File: src/sv/ffla_ram.sv
module ffla_ram #(
  parameter int WIDTH = 8,
  parameter int DEPTH = 64
) (
  input  logic                     clk,
  input  logic                     we,
  input  logic [$clog2(DEPTH)-1:0] waddr,
  input  logic [WIDTH-1:0]         wdata,
  input  logic [$clog2(DEPTH)-1:0] raddr,
  output logic [WIDTH-1:0]         rdata
);

  logic [WIDTH-1:0] mem [DEPTH];

  always_ff @(posedge clk) begin
    if (we) begin
      mem[waddr] <= wdata;
    end
    rdata <= mem[raddr];
  end

endmodule

File: config.mk
export PLATFORM = sky130hd
export DESIGN_NAME = ffla_ram
export DESIGN_NICKNAME = d
export VERILOG_FILES = /design/src/sv/ffla_ram.sv
export SDC_FILE = /design/constraint.sdc
export NUM_CORES = 1
export LEC_CHECK = 0
export BUFFER_PORTS_ARGS = -buffer_cell sky130_fd_sc_hd__buf_2
export CAP_MARGIN = 20
export CELL_PAD_IN_SITES_DETAIL_PLACEMENT = 0
export CELL_PAD_IN_SITES_GLOBAL_PLACEMENT = 1
export CORE_MARGIN = 1
export CORE_UTILIZATION = 25
export DETAILED_ROUTE_END_ITERATION = 10
export PLACE_DENSITY = 0.54
export SYNTH_ARGS = -nofsm -noshare
export SYNTH_HDL_FRONTEND = slang
export SYNTH_SLANG_ARGS = --single-unit
export TNS_END_PERCENT = 10
File: constraint.sdc
create_clock -name clk -period 4.35 [get_ports clk]
set_clock_uncertainty 0.15 [all_clocks]
set_input_delay 0.2175 -clock clk [delete_from_list [all_inputs] [get_ports clk]]
set_output_delay 0.2175 -clock clk [all_outputs]
set_load 0.005 [all_outputs]
==> results_dict.tcl, run 1 <==
set metrics [dict create \
    status "complete, no violations" \
    grt_first_pass_wirelength_microns 71200 \
    tightest_slew_ns 1.04 \
    num-nets-final 1017 \
    die_y_microns 286 \
    grt_pass1_vias 9900 \
    via_per_inst 4.53 \
    hp-class "input pin to flip-flop" \
    finalCritPeriodShare_pct 58.4 \
    vias 9435 \
    drc 0 \
    drv_slew 0 \
    fmax_mhz 393 \
    cts.hold.buffers_added 1 \
    cts.clk_slew.worst_paths_ns 0.06 \
    max-slew-margin-rel_pct 30.1 \
    synth_common_cells "edfxtp_1, mux4_2, nor2_1, mux2i_1, nand2_1" \
    met1_length_microns 21400 \
    maxCapViolations 0 \
    drtAntennaViolNets 0 \
    synth_most_common_cell "edfxtp_1" \
    cp-start-kind "input pin" \
    synth-edff-count 512 \
    dp_hpwl_microns 29800 \
    synth_top_area_share_pct 76.2 \
    synth_area_sq_um 20200 \
    drive_gt1_share_pct 24.9 \
    path_class "input pin to flip-flop" \
    rsz0062_at_grt "false" \
    cp-end-kind "flip-flop" \
    first_pass_iters 7 \
    synth_area_leader_cell "edfxtp_1" \
    setup_viol 0 \
    hp-start "raddr[4]" \
    fp.dieArea_sq_um 81800 \
    io_pins 30 \
    cp_data_arrival_time_ns 2.85 \
    synthArstFlopShare_pct 0 \
    gp_congestion 0.749 \
    synth.avg_cell_area_sq_um 21.5 \
    grt_start_max_net_pins 72 \
    routed_wl_microns 49000 \
    synth-seq-cells 520 \
    ys_top_cells_by_area "edfxtp_1, mux4_2, nor2_1" \
    hold_viol 0 \
    yosysUniqueCellTypes 40 \
    r2r-end "rdata[0]" \
    wl_per_cell_microns 23.5 \
    num_antenna_cells 0 \
    crit_start "raddr[0]" \
    ys_warn_count 0 \
    crit_required_ns 4.66 \
    route.met3.wl_microns 2580 \
    yosysSeqAreaShare_pct 77.0 \
    drtIter0Drc 701 \
    syn_nets 962 \
    overflow 0 \
    clkLatencyLatePin_ns 0.59 \
    antenna_found_initial 3 \
    num_rows 103 \
    syn2layout_area_growth_pct 14.8 \
    cts_buffer_depth 3 \
    start_util_pct 25.4 \
    wl_met2_microns 23700 \
    cts_sinks 520 \
    synth_flop_cell "edfxtp_1" \
    fin_tns_setup_ns 0 \
    htreeDepth 2 \
    finalPower_mw 10.4 \
    ff2ff_setup_slack_ns 2.20 \
    min_period_ns 2.54 \
    core-area_sq_um 79400 \
    port_buffers 29 \
    p_leak_nw 6.98 \
    cts_tree "done" \
    path_max_fanout 67 \
    cts_buffers 51 \
    root_buffer "clkbuf_16" \
    synth_cells 940 \
    p_per_area_nw_per_um2 448 \
    cts_setup_buffers 0 \
    top_layer "met5" \
    grt_usage_pct 12.1 \
    cts_resized 0 \
    fill_cells 7855 \
    peakVddDrop_uv 267 \
    r2r_cells 5 \
    crit_end "rdata[4]" \
    fp.dieW_microns 286 \
    rr_startpoint "mem[15][0]" \
]
==> where the power goes <==
| part | internal (mW) | switching (mW) | leakage, nW |
|---|---|---|---|
| sequential | 5.55 | 0.0198 | 4.67 |
| combinational | 0.191 | 0.325 | 1.52 |
| clock | 2.49 | 1.81 | 0.788 |
==> placed cells by master (no fill, tap or decap), types with 4 or more instances in the layout <==
| cell type | netlist | routed |
|---|---|---|
| nor3_1 | 7 | 7 |
| buf_2 | 11 | 26 |
| mux2_2 | 13 | 13 |
| a211oi_1 | 4 | 4 |
| mux4_2 | 126 | 126 |
| a221oi_1 | 6 | 6 |
| dfxtp_1 | 8 | 8 |
| clkinv_1 | 0 | 12 |
| o221ai_1 | 8 | 8 |
| clkinv_2 | 0 | 7 |
| mux2i_1 | 23 | 23 |
| nor2_1 | 83 | 83 |
| nand3_1 | 13 | 13 |
| clkbuf_1 | 17 | 15 |
| edfxtp_1 | 512 | 512 |
| bufinv_16 | 0 | 4 |
| nand2b_1 | 7 | 7 |
| buf_4 | 13 | 22 |
| clkbuf_16 | 0 | 53 |
| nand2_1 | 19 | 19 |
| o22ai_1 | 8 | 8 |
| nor2b_1 | 14 | 14 |
==> stage by stage <==
stage	instance area [sq um]	util, %	hold WS, ns	worst slack [ns]	std cells
6_report	23100	29.2	0.0541	1.81	2085
5_1_grt	23100	29.2	0.0419	1.60	2085
4_1_cts	23100	29.1	0.0123	1.80	2083
3_5_place_dp	21500	27.1	0.521	1.16	1989
3_3_place_gp	21500	27.1	0.541	1.19	1989
2_1_floorplan	20200	-	0.166	2.31	940
==> metal layers <==
metal / vias up / global-route usage, %
met5: - / 0
met4: 4 / 3.93
li1: 4041 / -
met2: 217 / 19.7
met3: 85 / 2.38
met1: 5088 / 16.1
==> kinds of logic (layout without fill, tap and decap cells) <==
kind of cell | count (synthesis) | after routing | share of synthesized area, %
AO/OA/AOI/OAI | 54 | 54 | 2.07
buffers and inverters | 51 | 146 | 1.57
flip-flops | 520 | 520 | 77.0
multiplexers | 162 | 162 | 15.9
AND/OR/NAND/NOR | 153 | 153 | 3.39
==> worst max-delay path, stage by stage <==
cell,delay (ns)
clkbuf_8,0.58
buf_4,0.42
mux4_2,0.54
mux2_2,0.27
o221a_2,0.27
nor3_1,0.22
o32ai_1,0.12
==> worst min-delay path by stage <==
stage,cells past startpoint,to
2_1_floorplan,0,mem[0][0]
3_3_place_gp,1,rdata[5]
3_5_place_dp,1,rdata[1]
4_1_cts,3,rdata[0]
5_1_grt,3,rdata[0]
6_report,3,rdata[0]
==> sequential cells by signal (all words and copies together) (netlist names) <==
name / count
rdata: 8
mem: 512
==> area by class of cell <==
class,count,area [sq um],area share (%)
clock buffer,70,1410,6.09
timing repair buffer,53,369,1.59
multi-input combinational,369,4320,18.6
tap,1050,1310,5.68
sequential,520,15500,67.1
clock inverter,23,200,0.865
Power figures use the tool's default switching activity.
==> run 2: changes to the inputs <==
ABC_AREA = 1   (was default)
PLACE_DENSITY = 0.58   (was 0.54)
clock period = 2.1 ns   (was 4.35 ns; I/O delays follow)
==> run 2 against run 1 <==
Compared with the run above:
- count of clock-buffer cells in the layout up 4
- clock power up 130%
- die area up 5.8%
- largest cell class unchanged
- first-iteration DRC count up 46%
- sequential power up 110%
- register-to-register slack worse by 2.0 ns
- via count up 47%
- total power up 120%
- hold slack better by 0.0019 ns
- final area up 9.2%
- area after synthesis up 5.8%
==> results_dict.tcl, run 2 <==
set metrics [dict create \
    synth-edff-count 512 \
    clkLatencyLatePin_ns 0.62 \
    syn2layout_area_growth_pct 18.4 \
    first_pass_iters 7 \
    cts.clk_slew.worst_paths_ns 0.06 \
    synth_area_leader_cell "edfxtp_1" \
    rsz0062_at_grt "false" \
    dpl_cell_area_sq_um 23200 \
    cts_buffers 58 \
    cp-end-kind "flip-flop" \
    hp-class "input pin to flip-flop" \
    path_class "flip-flop to flip-flop" \
    finalPower_mw 23.0 \
    core-area_sq_um 84100 \
    fmax_mhz 526 \
    synth.avg_cell_area_sq_um 11.8 \
    p_leak_nw 9.04 \
    synth_most_common_cell "nand2_1" \
    via_per_inst 4.48 \
    fp.dieArea_sq_um 86500 \
    wl_met2_microns 27200 \
    num-nets-final 1935 \
    grt_start_max_net_pins 65 \
    yosysUniqueCellTypes 16 \
    met1_length_microns 28100 \
    dp_hpwl_microns 35500 \
    drive_gt1_share_pct 11.8 \
    fin_tns_setup_ns 0 \
    syn_nets 1827 \
    yosysSeqAreaShare_pct 72.8 \
    root_buffer "clkbuf_16" \
    hold_viol 0 \
    path_max_fanout 1 \
    tightest_slew_ns 0.559 \
    worst_slack_ns 0.198 \
    largest_reg_flops 512 \
    drc 0 \
    drtIter0Drc 1024 \
    cp-start-kind "flip-flop" \
    htreeDepth 2 \
    routed_wl_microns 59900 \
    cts_sinks 520 \
    route.met3.wl_microns 3480 \
    overflow 0 \
    setup_viol 0 \
    wl_per_cell_microns 19.4 \
    top_layer "met5" \
    cts_buffer_depth 3 \
    synth_common_cells "nand2_1, edfxtp_1, nand3_1, nor2_1, buf_2" \
    ys_warn_count 0 \
    max_stage_delay_ns 0.54 \
    synth_top_family_by_area "simple AND/OR/NAND/NOR gates" \
    synth_flop_cell "edfxtp_1" \
    drtAntennaViolNets 0 \
    synthArstFlopShare_pct 0 \
    design_area_sq_um 25300 \
    synth_fa_ha_area_share_pct 0 \
    cts_tree "done" \
    gp_congestion 0.794 \
    reg.largest.list "mem (512), rdata (8)" \
    synth_area_sq_um 21300 \
    max-slew-margin-rel_pct 62.6 \
    antenna_found_initial 6 \
    maxCapViolations 0 \
    dpl_worst_slack_ns 0.0958 \
    crit_required_ns 2.46 \
    synth_xor_area_share_pct 0 \
    grt_usage_pct 14.0 \
    fp.dieW_microns 294 \
    finalCritPeriodShare_pct 90.6 \
    start_util_pct 25.4 \
    drv_slew 0 \
    mostFrequentLayoutCell "nand2_1" \
    num_rows 106 \
    grt_first_pass_wirelength_microns 90900 \
    synth_cells 1805 \
    synth-simple-area-share_pct 23.2 \
    die_y_microns 294 \
    port_buffers 29 \
    peakVddDrop_uv 598 \
    p_per_area_nw_per_um2 909 \
    synth_top_area_share_pct 72.0 \
    worstPathCellList "nand2_1, nand3_1, nand3_1, nand2_1, nand2_1, nand3_1, nand3_1, dlygate4sd3_1, nand2_1" \
    top_register "mem" \
    synth-seq-cells 520 \
    status "complete, no violations" \
    ys_top_cells_by_area "edfxtp_1, nand2_1, nand3_1" \
    muxShareOfSynthArea_pct 0 \
    cp_data_arrival_time_ns 2.26 \
    crit_slowest_cell "dlygate4sd3_1" \
    io_pins 30 \
    min_period_ns 1.90 \
    cts_setup_buffers 0 \
    grt_pass1_vias 14000 \
    synth-compound-area-share_pct 0 \
    mostFrequentLayoutCells "nand2_1, edfxtp_1, nand3_1" \
    vias 13900 \
]
==> run 2: metal layers <==
layer,track usage (%),up-vias
li1,-,6579
met1,19.7,6872
met2,22.0,343
met3,2.46,75
met4,3.70,2
met5,0,-
==> run 2: final timing paths <==
check	cells past startpoint	from	slack, ns	to
worst min-delay path	3	waddr[5]	0.06	mem[38][6]
worst min register to register	8	mem[48][5]	0.70	rdata[5]
worst max-delay path	9	mem[47][0]	0.20	rdata[0]
worst max register to register	9	mem[47][0]	0.20	rdata[0]
==> run 2: final cells by class <==
| cell class | count | area (sq um) |
|---|---|---|
| Fill cell | 8693 | 58800 |
| Sequential cell | 520 | 15500 |
| Multi-Input combinational cell | 1160 | 4950 |
| Clock buffer | 74 | 1560 |
| Timing Repair Buffer | 161 | 1450 |
| Tap cell | 1134 | 1420 |
| Clock inverter | 31 | 298 |
| Inverter | 12 | 55.1 |
| Antenna cell | 4 | 10.0 |
==> run 2: worst max-delay path: cells and delay by family (launching register included) <==
family / cells / cell delay [ns]
AND/OR/NAND/NOR: 8 / 0.71
buffers and inverters: 1 / 0.54
flip-flops: 1 / 0.37
==> run 2: kinds of logic (layout without fill, tap and decap cells) <==
kind of cell,count (synthesis),after routing
other,0,4
DFF,520,520
and+or+nand+nor,1160,1160
buffers and inverters,125,278
==> run 2: stage by stage <==
stage               instances  utilization [%]  hold slack, ns
floorplan                1805                -          0.0539
global placement         2971             27.6           0.393
detailed placement       2971             27.6           0.384
CTS                      3092             30.0         0.00317
global route             3092             30.0          0.0559
finish                   3096             30.1          0.0561
==> run 2: power by group <==
part	switching [mW]	internal (mW)	total, mW
Combinational	1.05	0.414	1.46
Clock	4.12	5.85	9.98
Sequential	0.0487	11.5	11.5
==> run 2: what timing repair did <==
| item | 4_1_cts | 5_1_grt |
|---|---|---|
| hold endpoints to repair | 532 | 0 |
| resized for setup | 0 | 0 |
| hold buffers | 16 | 0 |
==> run 3: changes to the inputs <==
MAX_ROUTING_LAYER = met4   (was default)
SLEW_MARGIN = 10   (was default)
==> run 3 against run 2 <==
Compared with the run above:
- global-route usage grew 0.42 points
- sequential power is essentially flat
- worst setup slack lost 0.0012 ns
- sequential share of layout area is essentially flat
- via count is essentially flat
- combinational power is essentially flat
- clock power is essentially flat
- critical endpoint unchanged
- highest routed layer is now met4
==> results_dict.tcl, run 3 (same netlist as run 2, synthesis figures left out) <==
set metrics [dict create \
    ff2ff_setup_slack_ns 0.20 \
    port_buffers 29 \
    clkLatencyLatePin_ns 0.63 \
    largest_reg_flops 512 \
    fp.dieArea_sq_um 86500 \
    max-slew-margin-rel_pct 62.1 \
    worst_slack_ns 0.197 \
    hold_viol 0 \
    gp_congestion 0.805 \
    mostFrequentLayoutCells "nand2_1, edfxtp_1, nand3_1" \
    max_stage_delay_ns 0.54 \
    grt_first_pass_wirelength_microns 91000 \
    cts_tree "done" \
    syn2layout_area_growth_pct 18.5 \
    maxCapViolations 0 \
    via_per_inst 4.48 \
    cts.clk_slew.worst_paths_ns 0.06 \
    num_rows 106 \
    cp_data_arrival_time_ns 2.26 \
    root_buffer "clkbuf_16" \
    start_util_pct 25.4 \
    cp-start-kind "flip-flop" \
    hold_ws_ns 0.0548 \
    cts_buffers 58 \
    hp-class "input pin to flip-flop" \
    drv_slew 0 \
    rsz0062_at_grt "false" \
    dp_cells 2971 \
    fmax_mhz 525 \
    finalCritPeriodShare_pct 90.6 \
    antenna_found_initial 6 \
    path_class "flip-flop to flip-flop" \
    first_pass_iters 5 \
    path_max_fanout 1 \
    p_leak_nw 9.04 \
    wl_per_cell_microns 19.3 \
    peakVddDrop_uv 599 \
    p_per_area_nw_per_um2 909 \
    reg.largest.list "mem (512), rdata (8)" \
    status "complete, no violations" \
    htreeDepth 2 \
    core-area_sq_um 84100 \
    drive_gt1_share_pct 11.8 \
    mostFrequentLayoutCell "nand2_1" \
    final_cells 3097 \
    num-nets-final 1935 \
    grt_usage_pct 14.4 \
    crit_slowest_cell "dlygate4sd3_1" \
    grt_pass1_vias 13900 \
    cts_sinks 520 \
    tightest_slew_ns 0.568 \
    cts_setup_buffers 0 \
    routed_wl_microns 59900 \
    overflow 0 \
    drtAntennaViolNets 0 \
    fill_cells 8692 \
    die_y_microns 294 \
    cp-end-kind "flip-flop" \
    setup_viol 0 \
    worstPathCellList "nand2_1, nand3_1, nand3_1, nand2_1, nand2_1, nand3_1, nand3_1, dlygate4sd3_1, nand2_1" \
    io_pins 30 \
    cts_buffer_depth 3 \
    dp_hpwl_microns 35500 \
    fin_tns_setup_ns 0 \
    min_period_ns 1.90 \
    finalPower_mw 23.0 \
    dpl_worst_slack_ns 0.0958 \
    top_register "mem" \
    drtIter0Drc 1074 \
    crit_buf_inv 1 \
    crit_required_ns 2.46 \
    drc 0 \
    vias 13900 \
    grt_start_max_net_pins 65 \
    critical-path-top-delay-family "simple AND/OR/NAND/NOR gates" \
    fp.dieW_microns 294 \
]
-- run 3: stage by stage --
step | area, sq um | utilization [%]
finish | 25300 | 30.1
global route | 25300 | 30.1
detailed placement | 23200 | 27.6
CTS | 25300 | 30.0
global placement | 23200 | 27.6
floorplan | 21300 | -
-- run 3: what timing repair did --
item | in CTS | in global routing
resized for setup | 0 | 0
hold buffers | 16 | 0
endpoints found under the hold margin | 532 | 0
-- run 3: final cells by class --
cell class / instances / area [sq um] / share of cell area [%]
antenna: 5 / 12.5 / 0.0495
timing repair buffer: 161 / 1450 / 5.74
inverter: 12 / 55.1 / 0.218
sequential: 520 / 15500 / 61.5
clock inverter: 31 / 298 / 1.18
clock buffer: 74 / 1560 / 6.18
multi-input combinational: 1160 / 4950 / 19.6
tap: 1134 / 1420 / 5.61
-- run 3: report_power, final --
part / leakage, nW / total (mW) / internal, mW / switching [mW]
Sequential: 4.67 / 11.5 / 11.5 / 0.0484
Clock: 0.913 / 9.98 / 5.85 / 4.13
Combinational: 3.45 / 1.46 / 0.414 / 1.05
-- run 3: worst min-delay path, stage by stage --
cell and delay [ns]:
buf_2 0.13, nand3_1 0.29, nor2_1 0.12
-- run 3: path summary, 6_finish.rpt --
check                           startpoint         end  cells after the start
worst max-delay path            mem[47][0]    rdata[0]                      9
worst max register to register  mem[47][0]    rdata[0]                      9
worst min register to register   mem[6][3]    rdata[3]                      8
worst min-delay path              waddr[5]  mem[38][6]                      3
-- run 3: layer usage --
layer / track usage [%] / vias up / wire length [microns]
met2: 21.9 / 321 / 27200
met1: 19.8 / 6892 / 28200
li1: - / 6577 / -
met5: - / - / 0
met4: 3.70 / 0 / 1150
met3: 2.45 / 79 / 3300
